--- config.mk ---
export PLATFORM = sky130hd
export DESIGN_NAME = stepper_pair_wall_steering
export DESIGN_NICKNAME = d
export VERILOG_FILES = /design/src/sv/swst_pkg.sv /design/src/sv/swst_motor.sv /design/src/sv/swst_steer.sv /design/src/sv/stepper_pair_wall_steering.sv
export SDC_FILE = /design/constraint.sdc
export NUM_CORES = 1
export LEC_CHECK = 0
export ABC_AREA = 0
export BUFFER_PORTS_ARGS = -buffer_cell sky130_fd_sc_hd__buf_2
export CAP_MARGIN = 20
export CORE_ASPECT_RATIO = 2
export CORE_MARGIN = 4
export CORE_UTILIZATION = 43
export DETAILED_ROUTE_END_ITERATION = 7
export GPL_TIMING_DRIVEN = 0
export PLACE_DENSITY = 0.6
export SLEW_MARGIN = 20
export SYNTH_ARGS = -nofsm -noshare
export SYNTH_HDL_FRONTEND = slang
export SYNTH_SLANG_ARGS = --single-unit
--- constraint.sdc ---
create_clock -name clk_i -period 9.75 [get_ports clk_i]
set_clock_uncertainty 0.05 [all_clocks]
set_input_delay 0.975 -clock clk_i [delete_from_list [all_inputs] [get_ports clk_i]]
set_output_delay 0.975 -clock clk_i [all_outputs]
set_load 0.05 [all_outputs]
--- src/sv/swst_pkg.sv ---
package swst_pkg;

  localparam int unsigned ValW   = 8;
  localparam int unsigned ErrW   = 9;
  localparam int unsigned CfgIdxW = 2;
  localparam int unsigned InDataW  = 40;
  localparam int unsigned OutDataW = 48;

  localparam logic [ValW-1:0] BasePeriodRst    = 8'd30;
  localparam logic [ValW-1:0] WallThresholdRst = 8'd15;
  localparam logic            CorrEnableRst    = 1'b1;

  typedef enum logic [CfgIdxW-1:0] {
    RegBasePeriod       = 2'd0,
    RegWallThreshold    = 2'd1,
    RegCorrectionEnable = 2'd2
  } cfg_reg_e;

  typedef enum logic {
    KindTick   = 1'b0,
    KindSensor = 1'b1
  } item_kind_e;

  typedef struct packed {
    logic [ValW-1:0] base_period;
    logic [ValW-1:0] wall_threshold;
    logic            correction_enable;
  } cfg_t;

  typedef struct packed {
    logic [ValW-1:0] left_lit;
    logic [ValW-1:0] left_dark;
    logic [ValW-1:0] right_lit;
    logic [ValW-1:0] right_dark;
  } sensor_t;

  typedef struct packed {
    item_kind_e kind;
    logic       right_enable;
    logic       left_enable;
    sensor_t    sensor;
  } item_t;

  typedef struct packed {
    logic [ValW-1:0]        left_period_now;
    logic [ValW-1:0]        right_period_now;
    logic signed [ErrW-1:0] steer_error;
    logic                   left_stepped;
    logic                   right_stepped;
    logic [ValW-1:0]        left_pattern;
    logic [ValW-1:0]        right_pattern;
  } result_t;

  function automatic logic [ValW-1:0] coil_pattern(input logic [1:0] phase);
    logic [ValW-1:0] pat;
    case (phase)
      2'd0: pat = 8'h99;
      2'd1: pat = 8'h33;
      2'd2: pat = 8'h66;
      2'd3: pat = 8'hCC;
      default: pat = 8'h99;
    endcase
    return pat;
  endfunction

endpackage

--- src/sv/swst_motor.sv ---
module swst_motor (
  input  logic                         clk_i,
  input  logic                         rst_ni,
  input  logic                         tick_i,
  input  logic                         enable_i,
  input  logic [swst_pkg::ValW-1:0]    period_i,
  output logic                         stepped_o,
  output logic [swst_pkg::ValW-1:0]    pattern_o
);

  logic [swst_pkg::ValW-1:0] ticks_q, ticks_d, ticks_inc;
  logic [1:0]                phase_q, phase_d;
  logic [swst_pkg::ValW-1:0] drive_q, drive_d;

  always_comb begin
    ticks_inc = ticks_q + 8'd1;
    stepped_o = tick_i && enable_i && (ticks_inc > period_i);
    ticks_d   = ticks_q;
    phase_d   = phase_q;
    drive_d   = drive_q;
    if (tick_i) begin
      ticks_d = ticks_inc;
    end
    if (stepped_o) begin
      ticks_d = '0;
      drive_d = swst_pkg::coil_pattern(phase_q);
      phase_d = phase_q + 2'd1;
    end
  end

  assign pattern_o = drive_d;

  always_ff @(posedge clk_i or negedge rst_ni) begin
    if (!rst_ni) begin
      ticks_q <= '0;
      phase_q <= '0;
      drive_q <= '0;
    end else begin
      ticks_q <= ticks_d;
      phase_q <= phase_d;
      drive_q <= drive_d;
    end
  end

endmodule

--- src/sv/swst_steer.sv ---
module swst_steer (
  input  logic                               clk_i,
  input  logic                               rst_ni,
  input  logic                               update_i,
  input  swst_pkg::sensor_t                  sensor_i,
  input  swst_pkg::cfg_t                     cfg_i,
  output logic signed [swst_pkg::ErrW-1:0]   error_o,
  output logic [swst_pkg::ValW-1:0]          right_period_o,
  output logic [swst_pkg::ValW-1:0]          left_period_o
);

  logic [swst_pkg::ValW-1:0] centre_q, centre_d;
  logic [swst_pkg::ErrW-1:0] error_q, error_d;
  logic [swst_pkg::ValW-1:0] rper_q, rper_d, lper_q, lper_d;

  logic [swst_pkg::ValW-1:0] lv, rv, op_a, op_b, sat;
  logic [swst_pkg::ValW:0]   sum, stretch;
  logic [swst_pkg::ValW+1:0] diff, mag;

  always_comb begin
    lv = (sensor_i.left_lit > sensor_i.left_dark)
       ? sensor_i.left_lit - sensor_i.left_dark : '0;
    rv = (sensor_i.right_lit > sensor_i.right_dark)
       ? sensor_i.right_lit - sensor_i.right_dark : '0;

    // left wall missing wins over right wall missing
    if (lv < cfg_i.wall_threshold) begin
      op_a = centre_q;
      op_b = rv;
    end else if (rv < cfg_i.wall_threshold) begin
      op_a = lv;
      op_b = centre_q;
    end else begin
      op_a = lv;
      op_b = rv;
    end

    diff    = {2'b00, op_a} - {2'b00, op_b};
    sum     = {1'b0, op_a} + {1'b0, op_b};
    mag     = diff[swst_pkg::ValW+1] ? (~diff + 10'd1) : diff;
    stretch = {1'b0, cfg_i.base_period} + {4'b0000, mag[swst_pkg::ValW-1:3]};
    sat     = stretch[swst_pkg::ValW] ? 8'hFF : stretch[swst_pkg::ValW-1:0];

    centre_d = centre_q;
    error_d  = error_q;
    rper_d   = rper_q;
    lper_d   = lper_q;
    if (update_i) begin
      centre_d = sum[swst_pkg::ValW:1];
      error_d  = diff[swst_pkg::ErrW-1:0];
      if (cfg_i.correction_enable && (diff != '0)) begin
        if (diff[swst_pkg::ValW+1]) begin
          lper_d = sat;
        end else begin
          rper_d = sat;
        end
      end
    end
  end

  assign error_o        = $signed(error_d);
  assign right_period_o = rper_d;
  assign left_period_o  = lper_d;

  always_ff @(posedge clk_i or negedge rst_ni) begin
    if (!rst_ni) begin
      centre_q <= '0;
      error_q  <= '0;
      rper_q   <= swst_pkg::BasePeriodRst;
      lper_q   <= swst_pkg::BasePeriodRst;
    end else begin
      centre_q <= centre_d;
      error_q  <= error_d;
      rper_q   <= rper_d;
      lper_q   <= lper_d;
    end
  end

endmodule

--- src/sv/stepper_pair_wall_steering.sv ---
// Twin stepper drive steered by two side wall sensors.
// Input channel s_axis: one word per tick or sensor sample, tuser says which.
// Output channel m_axis: one result word for every input word, in order,
// carrying both coil patterns, step flags, the latest steering error and
// both current step periods.
// Config channel cfg: register index and data, taken in the cycle it is
// valid (cfg_ready_o is always high); write only while the block is idle.
// The input word is registered in the input register and its result in
// the result register, which drives m_axis.
// Throughput: one word per clock while the receiver takes results; the
// whole update is single-pass logic between the input and result registers.
// Reset: coil patterns, counters, phases, centre level and error clear,
// both periods and base period go to 30, threshold 15, correction on.
// When the receiver stalls the result register holds; the input register
// still takes one more word, then s_axis_tready drops until space frees.
module stepper_pair_wall_steering (
  input  logic                                   clk_i,
  input  logic                                   rst_ni,
  input  logic                                   s_axis_tvalid,
  output logic                                   s_axis_tready,
  // right_enable, left_enable, left_lit, left_dark, right_lit, right_dark, pad
  input  logic [swst_pkg::InDataW-1:0]           s_axis_tdata,
  // kind
  input  logic                                   s_axis_tuser,
  output logic                                   m_axis_tvalid,
  input  logic                                   m_axis_tready,
  // right_pattern, left_pattern, right_stepped, left_stepped, steer_error,
  // right_period_now, left_period_now, pad
  output logic [swst_pkg::OutDataW-1:0]          m_axis_tdata,
  input  logic                                   cfg_valid_i,
  output logic                                   cfg_ready_o,
  input  logic [swst_pkg::CfgIdxW-1:0]           cfg_index_i,
  input  logic [swst_pkg::ValW-1:0]              cfg_data_i
);

  swst_pkg::cfg_t    cfg_q;
  swst_pkg::item_t   in_q;
  swst_pkg::result_t res_d, res_q;
  logic              in_valid_q, out_valid_q;
  logic              out_free, fire, tick, sample;

  assign cfg_ready_o = 1'b1;

  always_ff @(posedge clk_i or negedge rst_ni) begin
    if (!rst_ni) begin
      cfg_q.base_period       <= swst_pkg::BasePeriodRst;
      cfg_q.wall_threshold    <= swst_pkg::WallThresholdRst;
      cfg_q.correction_enable <= swst_pkg::CorrEnableRst;
    end else if (cfg_valid_i) begin
      case (swst_pkg::cfg_reg_e'(cfg_index_i))
        swst_pkg::RegBasePeriod:       cfg_q.base_period       <= cfg_data_i;
        swst_pkg::RegWallThreshold:    cfg_q.wall_threshold    <= cfg_data_i;
        swst_pkg::RegCorrectionEnable: cfg_q.correction_enable <= cfg_data_i[0];
        default: ;
      endcase
    end
  end

  assign out_free      = !out_valid_q || m_axis_tready;
  assign fire          = in_valid_q && out_free;
  assign s_axis_tready = !in_valid_q || out_free;
  assign tick          = fire && (in_q.kind == swst_pkg::KindTick);
  assign sample        = fire && (in_q.kind == swst_pkg::KindSensor);

  always_ff @(posedge clk_i or negedge rst_ni) begin
    if (!rst_ni) begin
      in_valid_q <= 1'b0;
    end else if (s_axis_tready) begin
      in_valid_q <= s_axis_tvalid;
    end
  end

  always_ff @(posedge clk_i) begin
    if (s_axis_tready && s_axis_tvalid) begin
      in_q.kind                <= swst_pkg::item_kind_e'(s_axis_tuser);
      in_q.right_enable        <= s_axis_tdata[0];
      in_q.left_enable         <= s_axis_tdata[1];
      in_q.sensor.left_lit     <= s_axis_tdata[9:2];
      in_q.sensor.left_dark    <= s_axis_tdata[17:10];
      in_q.sensor.right_lit    <= s_axis_tdata[25:18];
      in_q.sensor.right_dark   <= s_axis_tdata[33:26];
    end
  end

  swst_steer u_steer (
    .clk_i          (clk_i),
    .rst_ni         (rst_ni),
    .update_i       (sample),
    .sensor_i       (in_q.sensor),
    .cfg_i          (cfg_q),
    .error_o        (res_d.steer_error),
    .right_period_o (res_d.right_period_now),
    .left_period_o  (res_d.left_period_now)
  );

  swst_motor u_motor_right (
    .clk_i     (clk_i),
    .rst_ni    (rst_ni),
    .tick_i    (tick),
    .enable_i  (in_q.right_enable),
    .period_i  (res_d.right_period_now),
    .stepped_o (res_d.right_stepped),
    .pattern_o (res_d.right_pattern)
  );

  swst_motor u_motor_left (
    .clk_i     (clk_i),
    .rst_ni    (rst_ni),
    .tick_i    (tick),
    .enable_i  (in_q.left_enable),
    .period_i  (res_d.left_period_now),
    .stepped_o (res_d.left_stepped),
    .pattern_o (res_d.left_pattern)
  );

  always_ff @(posedge clk_i or negedge rst_ni) begin
    if (!rst_ni) begin
      out_valid_q <= 1'b0;
    end else if (out_free) begin
      out_valid_q <= in_valid_q;
    end
  end

  always_ff @(posedge clk_i) begin
    if (fire) begin
      res_q <= res_d;
    end
  end

  assign m_axis_tvalid = out_valid_q;
  assign m_axis_tdata  = {5'b00000, res_q.left_period_now, res_q.right_period_now,
                          res_q.steer_error, res_q.left_stepped, res_q.right_stepped,
                          res_q.left_pattern, res_q.right_pattern};

  // a held input word is not dropped while the result register is full
  assert property (@(posedge clk_i) disable iff (!rst_ni)
    in_valid_q && !out_free |=> in_valid_q)
    else $error("input word lost under stall");

  // every word that moves on produces a result
  assert property (@(posedge clk_i) disable iff (!rst_ni)
    fire |=> out_valid_q)
    else $error("result missing after advance");

  // sensor samples never step a motor
  assert property (@(posedge clk_i) disable iff (!rst_ni)
    sample |=> !res_q.right_stepped && !res_q.left_stepped)
    else $error("motor stepped on sensor word");

  // ticks leave the steering error as it was
  assert property (@(posedge clk_i) disable iff (!rst_ni)
    tick ##1 fire && (in_q.kind == swst_pkg::KindTick) |=>
      res_q.steer_error == $past(res_q.steer_error))
    else $error("steering error changed on tick");

endmodule

==> tab_implementation.tex <==
\begin{tabular}{lr}
\hline
Metric & Value \\
\hline
\multicolumn{2}{l}{\textbf{Layout}} \\
Share of the core filled with cells in the final layout & 0.510 \\
Layout-stage area growth over the synthesis result & 16.8\% \\
Share of final-layout standard cells stronger than drive strength 1 & 0.270 \\
Final antenna diode count & 0 \\
Number of fill cells & 1926 \\
Final nets & 1044 \\
Final non-filler cell area & 0.0107 mm² \\
\multicolumn{2}{l}{\textbf{Synthesis}} \\
Synthesis warning total & 0 \\
Netlist area before placement & 0.00914 mm² \\
Synthesized-area fraction occupied by ao, oa, aoi and oai cells & 0.0948 \\
Number of enable flip-flop cells after synthesis & 78 \\
Mean Syn Cell Area & 11.6 µm² \\
Count of unique library cells instantiated by Yosys & 66 \\
Main combinational cell family by area after synthesis & adder cells \\
Cell with the most instances after synthesis & sky130\_fd\_sc\_hd\_\_edfxtp\_1 \\
Share of synthesized area occupied by flip-flops and latches & 0.499 \\
Fraction of synthesized cell area in xor and xnor cells & 0.0345 \\
Fraction of post-synthesis cell area in the top cell type by area & 0.256 \\
\#FFs+latches synth & 166 \\
Top post-synthesis cells by area & sky130\_fd\_sc\_hd\_\_edfxtp\_1 (26\%), sky130\_fd\_sc\_hd\_\_dfrtp\_1 (19\%), sky130\_fd\_sc\_hd\_\_ha\_1 (11\%) \\
Multiplexer fraction of the synthesized cell area & 0.114 \\
FFs w/ async S/R, synth & 0.530 \\
Flip-flop cell with the highest count after synthesis & sky130\_fd\_sc\_hd\_\_edfxtp\_1 \\
Biggest area consumer among synthesized cells & sky130\_fd\_sc\_hd\_\_edfxtp\_1 \\
Post-synthesis share of cell area spent on and, or, nand and nor gates & 0.101 \\
Ranking of synthesized cells by instance count & sky130\_fd\_sc\_hd\_\_edfxtp\_1 (78), sky130\_fd\_sc\_hd\_\_ha\_1 (77), sky130\_fd\_sc\_hd\_\_dfrtp\_1 (71), sky130\_fd\_sc\_hd\_\_inv\_1 (60), sky130\_fd\_sc\_hd\_\_mux2\_2 (60) \\
Instance count of the mapped netlist & 785 \\
Adder-cell area share of the yosys netlist & 0.116 \\
\multicolumn{2}{l}{\textbf{Power}} \\
Power per unit of standard cell area & 380 mW/mm² \\
Clock share of power & 0.155 \\
Sw Pwr & 1830 µW \\
Switch share & 0.451 \\
Internal power component & 2230 µW \\
Fraction of power consumed by combinational cells & 0.578 \\
Worst-case vdd ir drop & 0.217 mV \\
Post-layout power & 4060 µW \\
Sequential share of power & 0.267 \\
Leak Pwr & 0.00473 µW \\
\multicolumn{2}{l}{\textbf{Clock network}} \\
CTS tree & built \\
Clk buf depth & 2 \\
CTS H-tree depth & 4 \\
Clock-pin slew on the worst setup and hold paths & 0.07 ns \\
Clock latency of the later-clocked register in the worst-skew pair & 0.44 ns \\
Clock tree root buffer cell & sky130\_fd\_sc\_hd\_\_clkbuf\_16 \\
Total clock buffers created by CTS & 17 \\
Total clock sinks & 166 \\
\multicolumn{2}{l}{\textbf{STA}} \\
Transition time of the tightest slew-check pin & 0.652 ns \\
Portion of the clock cycle consumed by the worst path in the final layout & 0.940 \\
Final setup fails & 0 \\
Slew headroom & 0.564 \\
RSZ-0062 raised after global routing & no \\
Minimum clock period after layout & 9.16 ns \\
Crit path setup slack, layout & 0.587 ns \\
Fin. max-slew vios & 0 \\
Final Hold Fails & 0 \\
Peak clock frequency supported by timing & 109 MHz \\
\multicolumn{2}{l}{\textbf{Die}} \\
I/O pin count & 107 \\
Die height & 214 µm \\
Floorplan die width & 111 µm \\
Placeable Area & 0.0209 mm² \\
Floorplan die area & 0.0238 mm² \\
Row count & 75 \\
Initial core utilization & 0.437 \\
\multicolumn{2}{l}{\textbf{Routing}} \\
Detail-routed via count per cell & 5.15 \\
Number of remaining DRC errors & 0 \\
Routed wire length on met2 & 12.2 mm \\
Number of nets with antenna violations after routing & 0 \\
Met1 wire length & 6.98 mm \\
Via count of the routed design & 6114 \\
Initial DRC Count & 154 \\
Final Routed Wirelength & 20.7 mm \\
Top routing layer used & met4 \\
Routed met3 length & 666 µm \\
Routed length per placed instance & 17.5 µm \\
Pre-antenna DRT Iters & 6 \\
\multicolumn{2}{l}{\textbf{Global routing}} \\
Antenna violations before repair & 0 \\
Via count of the first global-routing pass & 6545 \\
Total congestion overflow & 0 \\
Maximum number of pins on one net before global-route repair & 72 \\
Wire length of the first global-routing pass & 33.3 mm \\
Overall routing resource usage & 0.180 \\
\multicolumn{2}{l}{\textbf{Worst hold path}} \\
Worst hold path type & input port to asynchronous set/reset pin \\
\multicolumn{2}{l}{\textbf{Worst setup path}} \\
Required time of the critical path & 10.05 ns \\
CP Class & flip-flop to flip-flop \\
Kind of start point of the critical path & flip-flop \\
Buffering stage count on the worst path with inverters included & 6 \\
Gate family responsible for the most delay along the worst path & compound AO/OA/AOI/OAI gates \\
Crit-path max cell delay & 0.53 ns \\
Critical Path Most Common Cell & sky130\_fd\_sc\_hd\_\_ha\_1 \\
Critical-path top delay cell & sky130\_fd\_sc\_hd\_\_a2111oi\_0 \\
Critical-path maximum fanout & 10 \\
CP Data Arrival Time & 9.46 ns \\
Kind of end point of the critical path & flip-flop \\
\multicolumn{2}{l}{\textbf{Job}} \\
Max-cap viol count & 0 \\
\multicolumn{2}{l}{\textbf{Run status}} \\
Result of the run & complete, no violations \\
\multicolumn{2}{l}{\textbf{Place}} \\
Gp weighted congestion & 0.852 \\
Placed wire-length estimate & 16.4 mm \\
Buffers added on ports & 94 \\
Cell area after placement & 0.0100 mm² \\
Worst setup timing slack at the placement stage & -0.620 ns \\
\hline
\end{tabular}
## cells in the final DEF, fill, tap and decap left out, types with 17 or more instances in the layout
master and count:
sky130_fd_sc_hd__buf_2 99, sky130_fd_sc_hd__nand2_1 58, sky130_fd_sc_hd__dfrtp_1 71, sky130_fd_sc_hd__nor2_1 43, sky130_fd_sc_hd__xnor2_1 25, sky130_fd_sc_hd__a21oi_1 22, sky130_fd_sc_hd__o21ai_0 54, sky130_fd_sc_hd__inv_1 59
sky130_fd_sc_hd__clkbuf_16 17, sky130_fd_sc_hd__mux2i_1 32, sky130_fd_sc_hd__ha_1 77, sky130_fd_sc_hd__dfstp_2 17, sky130_fd_sc_hd__edfxtp_1 78, sky130_fd_sc_hd__mux2_2 60
## worst register-to-register path: cells and delay by family, from the launching register on
kind            cells  cell delay, ns
buf+inv             6            1.08
flops               1            0.37
mux                 3            0.87
fa+ha+maj           7            2.10
simple gates        6            0.83
compound gates     15            3.63
xor+xnor            1            0.18
## logic make-up after synthesis
logic type | Yosys count
XOR/XNOR | 36
flip-flops | 166
adder cells (fa/ha/maj) | 82
other | 2
AND/OR/NAND/NOR | 185
buffers and inverters | 85
AO/OA/AOI/OAI | 134
multiplexers | 95
## state kept, by name, indices dropped and copies added (netlist names), 2 cells and up
register               cells
cfg_q                     17
u_motor_left.ticks_q       8
u_motor_right.ticks_q      8
u_motor_right.phase_q      2
m_axis_tdata              43
u_motor_left.phase_q       2
in_q                      35
u_steer.error_q            9
u_steer.centre_q           8
u_motor_left.drive_q       8
u_motor_right.drive_q      8
u_steer.rper_q             8
u_steer.lper_q             8
## per-stage QoR
stage | cells | hold slack, ns | setup TNS (ns)
4_1_cts | 1187 | 0.302 | 0
2_1_floorplan | 789 | 0.401 | 0
6_report | 1188 | 0.320 | 0
3_3_place_gp | 1152 | 0.419 | -11.54
3_5_place_dp | 1155 | 0.432 | -15.78
5_1_grt | 1188 | 0.315 | 0
## layout make-up
| class | instances | area (µm²) | area share |
|---|---|---|---|
| clock buffer | 19 | 433 | 0.0405 |
| timing repair buffer | 98 | 552 | 0.0517 |
| tap | 269 | 337 | 0.0315 |
| inverter | 62 | 234 | 0.0219 |
| multi-input combinational | 538 | 4320 | 0.405 |
| clock inverter | 13 | 108 | 0.0101 |
| sequential | 166 | 4570 | 0.427 |
| buffer | 23 | 131 | 0.0123 |
## path summary, 6_finish.rpt
kind	startpoint	endpoint	slack, ns	cells after the start
min reg2reg	u_steer.error_q[3]	u_steer.error_q[3]	0.44	1
max in group asynchronous	rst_ni	u_steer.rper_q[2]	8.67	2
max	in_q[29]	u_motor_left.ticks_q[1]	0.59	38
min	rst_ni	u_steer.error_q[6]	0.32	1
max reg2reg	in_q[29]	u_motor_left.ticks_q[1]	0.59	38
min in group clk_i	u_steer.error_q[3]	u_steer.error_q[3]	0.44	1
## power groups by stage
stage / logic (µW) / clock network (µW) / registers [µW]
floorplan: 1510 / 0 / 1260
global placement: 2240 / 0 / 1090
detailed placement: 2270 / 0 / 1100
CTS: 2300 / 648 / 1090
global route: 2590 / 678 / 1110
finish: 2350 / 629 / 1080
## layer usage
layer  global-route usage  vias up
li1                     -     3027
met1                0.163     2955
met2                0.361       97
met3               0.0393       35
met4               0.0970        0
met5                    0        -
## timing repair
| action | 4_1_cts | 5_1_grt |
|---|---|---|
| gates resized for setup | 5 | 10 |
| buffers inserted | 0 | 1 |
| endpoints found under the setup margin | 53 | 53 |
| hold buffers | 0 | 0 |
| pin swaps | 0 | 2 |
Note: power is estimated with default switching activity, not from simulation.
